File: config.mk
export PLATFORM = sky130hd
export DESIGN_NAME = fdf_nbr_unit
export DESIGN_NICKNAME = d
export VERILOG_FILES = /design/src/rtl/core/fdf_pkg.sv /design/src/rtl/core/fdf_nbr_unit.sv
export SDC_FILE = /design/constraint.sdc
export NUM_CORES = 1
export LEC_CHECK = 0
export ABC_AREA = 1
export BUFFER_PORTS_ARGS = -buffer_cell sky130_fd_sc_hd__buf_2
export CORE_UTILIZATION = 30
export DETAILED_ROUTE_END_ITERATION = 10
export GPL_ROUTABILITY_DRIVEN = 0
export RECOVER_POWER = 25
export SLEW_MARGIN = 20
export SYNTH_ARGS = -nofsm -noshare
export SYNTH_HDL_FRONTEND = slang
export SYNTH_SLANG_ARGS = --single-unit
File: constraint.sdc
create_clock -name clk -period 4.9 [get_ports clk]
set_input_delay 0.49 -clock clk [delete_from_list [all_inputs] [get_ports clk]]
set_output_delay 0.49 -clock clk [all_outputs]
set_load 0.02 [all_outputs]
File: src/rtl/core/fdf_pkg.sv
package fdf_pkg;

  localparam int PIX_W    = 8;
  localparam int POS_W    = 5;
  localparam int CFG_W    = 6;
  localparam int CFG_IDX_W = 1;
  localparam int SUM_W    = 10;
  localparam int CNT_W    = 3;

  // register indexes
  localparam logic [CFG_IDX_W-1:0] REG_ROWS = 1'd0;
  localparam logic [CFG_IDX_W-1:0] REG_COLS = 1'd1;

  // reset values of the frame size registers
  localparam logic [CFG_W-1:0] ROWS_RESET = 6'd20;
  localparam logic [CFG_W-1:0] COLS_RESET = 6'd30;

  // reciprocal of three for the three-neighbor mean
  localparam int RECIP3_SHIFT = 11;
  localparam logic [SUM_W:0] RECIP3 = 11'd683;

  // sequencer to neighbor unit
  typedef struct packed {
    logic center;  // read data is the center pixel
    logic step;    // read data is a neighbor slot
    logic exists;  // that neighbor lies inside the frame
  } fdf_ctl_t;

  // neighbor unit to output register
  typedef struct packed {
    logic [PIX_W-1:0] filtered;
    logic             replaced;
  } fdf_res_t;

endpackage

File: src/rtl/core/fdf_nbr_unit.sv
module fdf_nbr_unit (
  input  logic                      clk,
  input  fdf_pkg::fdf_ctl_t         ctl,
  input  logic [fdf_pkg::PIX_W-1:0] rd_data,
  output fdf_pkg::fdf_res_t         res
);
  import fdf_pkg::*;

  logic [PIX_W-1:0] center_r, center_nxt;
  logic [SUM_W-1:0] sum_r, sum_nxt;
  logic [CNT_W-1:0] n_r, n_nxt;
  logic             glitch_r, glitch_nxt;
  logic [PIX_W-1:0] diff;
  logic [SUM_W:0]   sum_p1;
  logic [SUM_W:0]   sum_p2;
  logic [2*SUM_W+1:0] prod3;
  logic [PIX_W-1:0] mean;

  // one compare and accumulate per neighbor
  always_comb begin
    center_nxt = center_r;
    sum_nxt    = sum_r;
    n_nxt      = n_r;
    glitch_nxt = glitch_r;
    diff = (rd_data > center_r) ? (rd_data - center_r) : (center_r - rd_data);
    if (ctl.center) begin
      center_nxt = rd_data;
      sum_nxt    = '0;
      n_nxt      = '0;
      glitch_nxt = 1'b1;
    end else if (ctl.step && ctl.exists && glitch_r) begin
      if (diff <= PIX_W'(1)) begin
        glitch_nxt = 1'b0;
      end else begin
        sum_nxt = sum_r + SUM_W'(rd_data);
        n_nxt   = n_r + CNT_W'(1);
      end
    end
  end

  always_ff @(posedge clk) begin
    center_r <= center_nxt;
    sum_r    <= sum_nxt;
    n_r      <= n_nxt;
    glitch_r <= glitch_nxt;
  end

  // mean rounded half up, floor((2*sum+n)/(2n))
  assign sum_p1 = (SUM_W+1)'(sum_r) + (SUM_W+1)'(1);
  assign sum_p2 = (SUM_W+1)'(sum_r) + (SUM_W+1)'(2);
  assign prod3  = (2*SUM_W+2)'(sum_p1) * (2*SUM_W+2)'(RECIP3);

  always_comb begin
    case (n_r)
      3'd1:    mean = sum_r[PIX_W-1:0];
      3'd2:    mean = sum_p1[PIX_W:1];
      3'd3:    mean = prod3[RECIP3_SHIFT+PIX_W-1:RECIP3_SHIFT];
      3'd4:    mean = sum_p2[PIX_W+1:2];
      default: mean = center_r;
    endcase
  end

  assign res.replaced = glitch_r && (n_r != '0);
  assign res.filtered = res.replaced ? mean : center_r;

endmodule

==> results.yml, run 1 <==
yosys:
  ys.flop_type: "dfxtp_1"
  synth_xor_area_share_pct: 3.19
  synth-seq-area-share_pct: 11.1
  yosys.area_share.simple_pct: 28.0
  synth-adder-area-share_pct: 34.9
  async_flop_share_pct: 0
  syn-num-nets: 825
  synth_top_cell_area_share_pct: 23.3
  synthCells: 699
  synthMuxAreaShare_pct: 0
  yosysWarnings: 0
  synth_seq_cells: 22
  synthTopCellsByArea: "ha_1 (23%), nand2_1 (13%), inv_1 (12%)"
  postSynthAreaPerCell_um2: 6.68
  yosys.area.top_type: "ha_1"
  synth_top_family_by_area: "adder cells"
  synth_cell_type_count: 36
  syn_area_um2: 4670
  synth_edf_count: 8
  synth_compound_area_share_pct: 9.68
worst_setup_path:
  cpPeakStageDelay_ns: 0.54
  critPathLaunchType: "flip-flop"
  path_max_fanout: 4
  worstSetupEndpointType: "primary output"
  arrival_ns: 4.95
  crit_type: "reg -> out"
  critPathBufInv: 4
  cpMostUsedCell: "ha_4"
  startpoint: "sum_r[1]$_SDFFE_PP0P_"
  required_ns: 4.41
  crit_slowest_cell: "fa_2"
  worstRegToRegCells: 13
  regToRegSetupSlack_ns: 2.28
  path_cells: "ha_4 > nand4_1 > nor2_2 > nand3_2 > xor2_2 > ha_1 > ha_4 > fa_1 > inv_2 > fa_1 > fa_2 > inv_2 > ha_4 > nand2_2 > nor2_4 > inv_1 > o21a_1 > nand3_1 > nand3_2 > a31oi_4 > buf_6"
  worst_r2r_startpoint: "center_r[0]$_DFFE_PP_"
  r2r_end: "sum_r[4]$_SDFFE_PP0P_"
  critPathTopFamily: "adder cells"
finish:
  fin_nets: 940
  fin_util_pct: 42.2
  fillers: 1508
  final_cell_mix: "nand2_1 (144), inv_1 (137), buf_4 (99), ha_1 (69), nor2_1 (63)"
  finish.instance_area_um2: 6410
  synthToLayoutAreaGrowth_pct: 37.3
  antenna_cells: 0
  final_common_cell: "nand2_1"
  layout-drive-gt1-share_pct: 27.2
cts:
  path_clk_slew_ns: 0.06
  clk_latency_ns: 0.26
  cts_htree_levels: 1
  cts_buffers: 3
  root_buffer: "clkbuf_16"
  clock_sinks: 22
  cts-hold-fix-buffers: 0
  cts_tree: "yes"
  cts_max_path_buffers: 2
pwr:
  p_leak_nw: 3.38
  vdd_ir_drop_max_mv: 0.135
  power_density_nw_per_um2: 293
hold_path:
  min_from: "glitch_r$_SDFFE_PP1P_"
  hold_path_class: "reg -> reg"
  holdPathStages: 2
  min_to: "glitch_r$_SDFFE_PP1P_"
grt:
  grt_max_degree: 23
  grt_first_pass_wirelength_um: 22400
  grt_pass1_vias: 4663
  grt_overflow: 0
  antenna_found_initial: 0
  grt_usage_pct: 17.2
flow_run:
  drv_cap: 0
routing:
  routed_wl_um: 13200
  wl_per_cell_um: 13.2
  drtAntennaViolNets: 0
  drc_errors: 0
  dr.pass1.iters: 5
  vias_per_cell: 4.68
  initialDrtViolationCount: 288
  vias: 4686
place:
  hpwl_um: 11200
  portBuffers: 20
  placed_cell_area_um2: 5770
sta:
  rsz0062_at_grt: "true"
  layout_min_cycle_time_ns: 5.44
  final-hold-violation-count: 0
  setup_violations: 8
  fin_ws_ns: -0.541
  skew_ns: 0.00258
  slew_headroom_pct: 31.2
  worst_pin_slew_ns: 1.01
  fmax_ghz: 0.184
  fin_crit_sh_pct: 111
  slew_violations: 0
floorplanning:
  fp-row-count: 45
  dieArea_um2: 16100
  coreArea_um2: 15200
  ios: 21
  start_util_pct: 30.7
  die_x_um: 127
  die_h_um: 127
status:
  outcome: "finished, violations left"
  violations: "negative setup slack"
[what timing repair did]
item / in CTS / in global routing
endpoints found under the hold margin: 0 / 0
setup buffers: 10 / 3
resized for setup: 71 / 29
pin swaps: 39 / 9
endpoints found under the setup margin: 8 / 8
[worst reg2reg max path, stage by stage (launching register included)]
cell	delay, ns
edfxtp_1	0.43
inv_1	0.08
ha_1	0.13
inv_1	0.07
fa_1	0.44
or2_1	0.25
a21oi_1	0.12
nand3_1	0.09
nor2_1	0.12
nand3_2	0.18
nand3_2	0.38
nand2_1	0.10
nand2_1	0.07
nor2_1	0.04
[layout make-up]
type	count	area, um2	area share, %
multi-input cells	520	4100	64.0
repair buffers	118	873	13.6
inverters	149	559	8.73
flip-flops and latches	22	533	8.32
well taps	188	235	3.67
clock buffers	3	75.1	1.17
clock inverters	1	30.0	0.468
[cell usage after synthesis (2+ instances only)]
cell type    n
o211ai_1     2
a21boi_0     3
nand3_1     42
fa_1        27
nand3_2      3
nor2_1      74
o22ai_1      2
o221ai_1     2
a21o_1       2
buf_2        3
buf_6        2
nor3_1      10
a2111oi_0    2
nor4_1       2
nor2_2       2
nand2_1    158
xnor2_1      8
o21ai_0     13
nand2_2      4
xor2_1       9
dfxtp_1     14
o21bai_1     2
inv_1      149
a31oi_1      2
edfxtp_1     8
a21oi_1     44
ha_1        87
or2_1        2
nand4_1     12
o21a_1       3
[cell families after synthesis]
kind of cell	after synthesis
flip-flops	22
AO/OA/AOI/OAI	79
buffers and inverters	157
XOR/XNOR	17
AND/OR/NAND/NOR	310
adder cells (fa/ha/maj)	114
[flip-flops by register name (all words and copies together) (netlist names)]
signal,flops
center_r,8
glitch_r,1
n_r,3
sum_r,10
[layer usage]
layer | up-vias | wire [um] | track usage [%]
met3 | 11 | 541 | 2.19
met4 | 0 | 123 | 2.38
met5 | - | 0 | 0
met1 | 2149 | 6410 | 23.5
met2 | 82 | 6140 | 29.5
li1 | 2444 | - | -
[how the worst max path moves through the flow]
stage              to  depth (start not counted)
6_report       res[4]                         21
3_5_place_dp   res[5]                         27
2_1_floorplan  res[6]                         25
3_3_place_gp   res[1]                         27
5_1_grt        res[5]                         23
4_1_cts        res[5]                         27
[metrics by stage]
stage               TNS, ns  instances  setup slack (ns)  power, mW  hold slack, ns
finish                -3.94       1001            -0.541       1.88           0.492
global route          -5.46       1001            -0.745       2.06           0.554
CTS                   -3.19        999            -0.467       1.80           0.480
detailed placement    -3.56        985            -0.522       1.37           0.493
global placement      -3.17        985            -0.458       1.36           0.496
floorplan            -0.559        699            -0.114      0.949           0.451
[power breakdown]
part	switching (mW)	total, mW	internal, mW
combinational	0.776	1.43	0.653
clock	0.0698	0.232	0.162
sequential	0.0163	0.220	0.203
total	0.862	1.88	1.02
Power figures use the tool's default switching activity.
==> run 2: changes to the inputs <==
--- a/config.mk
+++ b/config.mk
@@ -7,9 +7,10 @@
 export LEC_CHECK = 0
 export ABC_AREA = 1
 export BUFFER_PORTS_ARGS = -buffer_cell sky130_fd_sc_hd__buf_2
-export CORE_UTILIZATION = 30
+export CORE_UTILIZATION = 58
 export DETAILED_ROUTE_END_ITERATION = 10
 export GPL_ROUTABILITY_DRIVEN = 0
+export PLACE_DENSITY = 0.79
 export RECOVER_POWER = 25
 export SLEW_MARGIN = 20
 export SYNTH_ARGS = -nofsm -noshare
==> run 2 against run 1 <==
  * The run still ends with negative setup slack left
  * Combinational power grew 10%
  * Clock skew grew 0.0044 ns
  * Via count grew 14%
  * Critical path depth grew 2
  * Clock-buffer cell count is the same
  * Total power grew 2.2%
  * Setup slack lost 0.19 ns
  * Largest cell class unchanged
==> results.yml, run 2 (synthesis results as in run 1) <==
floorplanning:
  die_h_um: 91.7
  coreArea_um2: 7770
  ios: 21
  fp-row-count: 32
  die_x_um: 91.7
  dieArea_um2: 8410
  start_util_pct: 60.1
finish:
  top_register: "sum_r"
  synthToLayoutAreaGrowth_pct: 31.8
  multi_input_area_um2: 4100
  fin_cells: 905
  layout-drive-gt1-share_pct: 26.0
  final_common_cell: "nand2_1"
  antenna_cells: 0
  regArea_um2: 534
  fin_nets: 930
  largest_reg_flops: 10
  top_regs: "sum_r: 10 flops, center_r: 8 flops, n_r: 3 flops"
  finish.instance_area_um2: 6150
  fillers: 520
  final_cell_mix: "nand2_1 (143), inv_1 (136), buf_4 (91), ha_1 (70), nor2_1 (61)"
pwr:
  seq_power_share_pct: 11.5
  power_density_nw_per_um2: 312
  total_power_mw: 1.92
  p_int_uw: 924
  vdd_ir_drop_max_mv: 0.185
  p_sw_share_pct: 51.9
  pwr-share-clk_pct: 6.1
  p_sw_uw: 999
  p_leak_nw: 3.29
  combPwrFrac_pct: 82.4
grt:
  grt_max_degree: 23
  grt_first_pass_wirelength_um: 24600
  antenna_found_initial: 0
  grt_overflow: 0
  grt_usage_pct: 37.2
  grt_pass1_vias: 5188
worst_setup_path:
  crit_type: "reg -> out"
  startpoint: "sum_r[1]$_SDFFE_PP0P_"
  cpPeakStageDelay_ns: 0.53
  path_cells: "ha_4 > nand4_1 > nor2_2 > nand3_2 > xor2_2 > ha_1 > ha_4 > fa_1 > inv_1 > fa_1 > fa_1 > inv_2 > ha_4 > nand2_1 > nand2_2 > a21oi_2 > nor3_1 > nor3_1 > nand2_1 > nand2_1 > nand3_2 > a21oi_2 > buf_6"
  arrival_ns: 5.14
  required_ns: 4.41
  path_max_fanout: 4
  worstSetupEndpointType: "primary output"
  critPathTopFamily: "adder cells"
  critPathLaunchType: "flip-flop"
  critPathBufInv: 3
  worst_r2r_startpoint: "center_r[0]$_DFFE_PP_"
  crit_slowest_cell: "fa_1"
routing:
  dr.pass1.iters: 6
  route.met3.wl_um: 1490
  vias_per_cell: 5.90
  met1_length_um: 6040
  routed_wl_um: 16000
  drtAntennaViolNets: 0
  wl_met2_um: 7570
  drc_errors: 0
  wl_per_cell_um: 17.7
  vias: 5341
  routed.top_layer: "met4"
  initialDrtViolationCount: 657
cts:
  cts_tree: "yes"
  path_clk_slew_ns: 0.08
  clock_sinks: 22
  cts_max_path_buffers: 2
  cts_htree_levels: 1
  cts_buffers: 3
  root_buffer: "clkbuf_8"
  cts-hold-fix-buffers: 0
  clk_latency_ns: 0.27
sta:
  rsz0062_at_grt: "true"
  hold_ws_ns: 0.493
  skew_ns: 0.00701
  worst_pin_slew_ns: 1.05
  slew_headroom_pct: 29.5
  slew_violations: 0
  setup_violations: 8
  fmax_ghz: 0.178
  layout_min_cycle_time_ns: 5.63
  fin_crit_sh_pct: 115
  fin_ws_ns: -0.733
  final-hold-violation-count: 0
place:
  hpwl_um: 11400
  portBuffers: 20
  dp_cells: 893
  dp_slack_ns: -0.516
  placed_cell_area_um2: 5620
hold_path:
  hold_path_class: "in -> reg"
  min_from: "rd_data[1]"
status:
  outcome: "finished, violations left"
  violations: "negative setup slack"
flow_run:
  drv_cap: 0
## run 2: path summary, 6_finish.rpt
check / endpoint / slack, ns / cells after the start
max: res[5] / -0.73 / 23
min reg2reg: glitch_r$_SDFFE_PP1P_ / 0.50 / 2
min: center_r[1]$_DFFE_PP_ / 0.49 / 1
max reg2reg: sum_r[1]$_SDFFE_PP0P_ / 2.11 / 13
## run 2: repair_timing
action | CTS | global route
buffers inserted | 4 | 4
pin swaps | 40 | 28
resized for setup | 70 | 29
endpoints found under the setup margin | 8 | 8
## run 2: worst register-to-register path, delay by kind of cell (launching register included)
family	cells	cell delay (ns)
buffers and inverters	2	0.16
AO/OA/AOI/OAI	1	0.13
AND/OR/NAND/NOR	8	1.34
flip-flops	1	0.46
adder cells (fa/ha/maj)	2	0.59
## run 2: routing by layer
layer,vias to the layer above,GRT usage [%]
met4,0,15.8
met5,-,0
met3,118,5.14
li1,2429,-
met1,2428,45.5
met2,366,65.2
## run 2: power groups by stage
stage	clock network (mW)	registers, mW	logic [mW]
5_1_grt	0.125	0.222	1.67
6_report	0.117	0.221	1.58
3_5_place_dp	0	0.223	1.14
2_1_floorplan	0	0.219	0.729
3_3_place_gp	0	0.222	1.09
4_1_cts	0.119	0.219	1.36
## run 2: area by class of cell
| type | count | area share [%] |
|---|---|---|
| multi-input cells | 520 | 66.6 |
| repair buffers | 108 | 12.8 |
| inverters | 149 | 9.09 |
| flip-flops and latches | 22 | 8.68 |
| well taps | 102 | 2.07 |
| clock buffers | 3 | 0.671 |
| clock inverters | 1 | 0.0610 |
## run 2: stage by stage
step | util [%] | TNS [ns]
floorplan | - | -0.559
global placement | 72.4 | -2.73
detailed placement | 72.4 | -3.34
CTS | 77.4 | -3.57
global route | 79.2 | -6.34
finish | 79.2 | -5.18
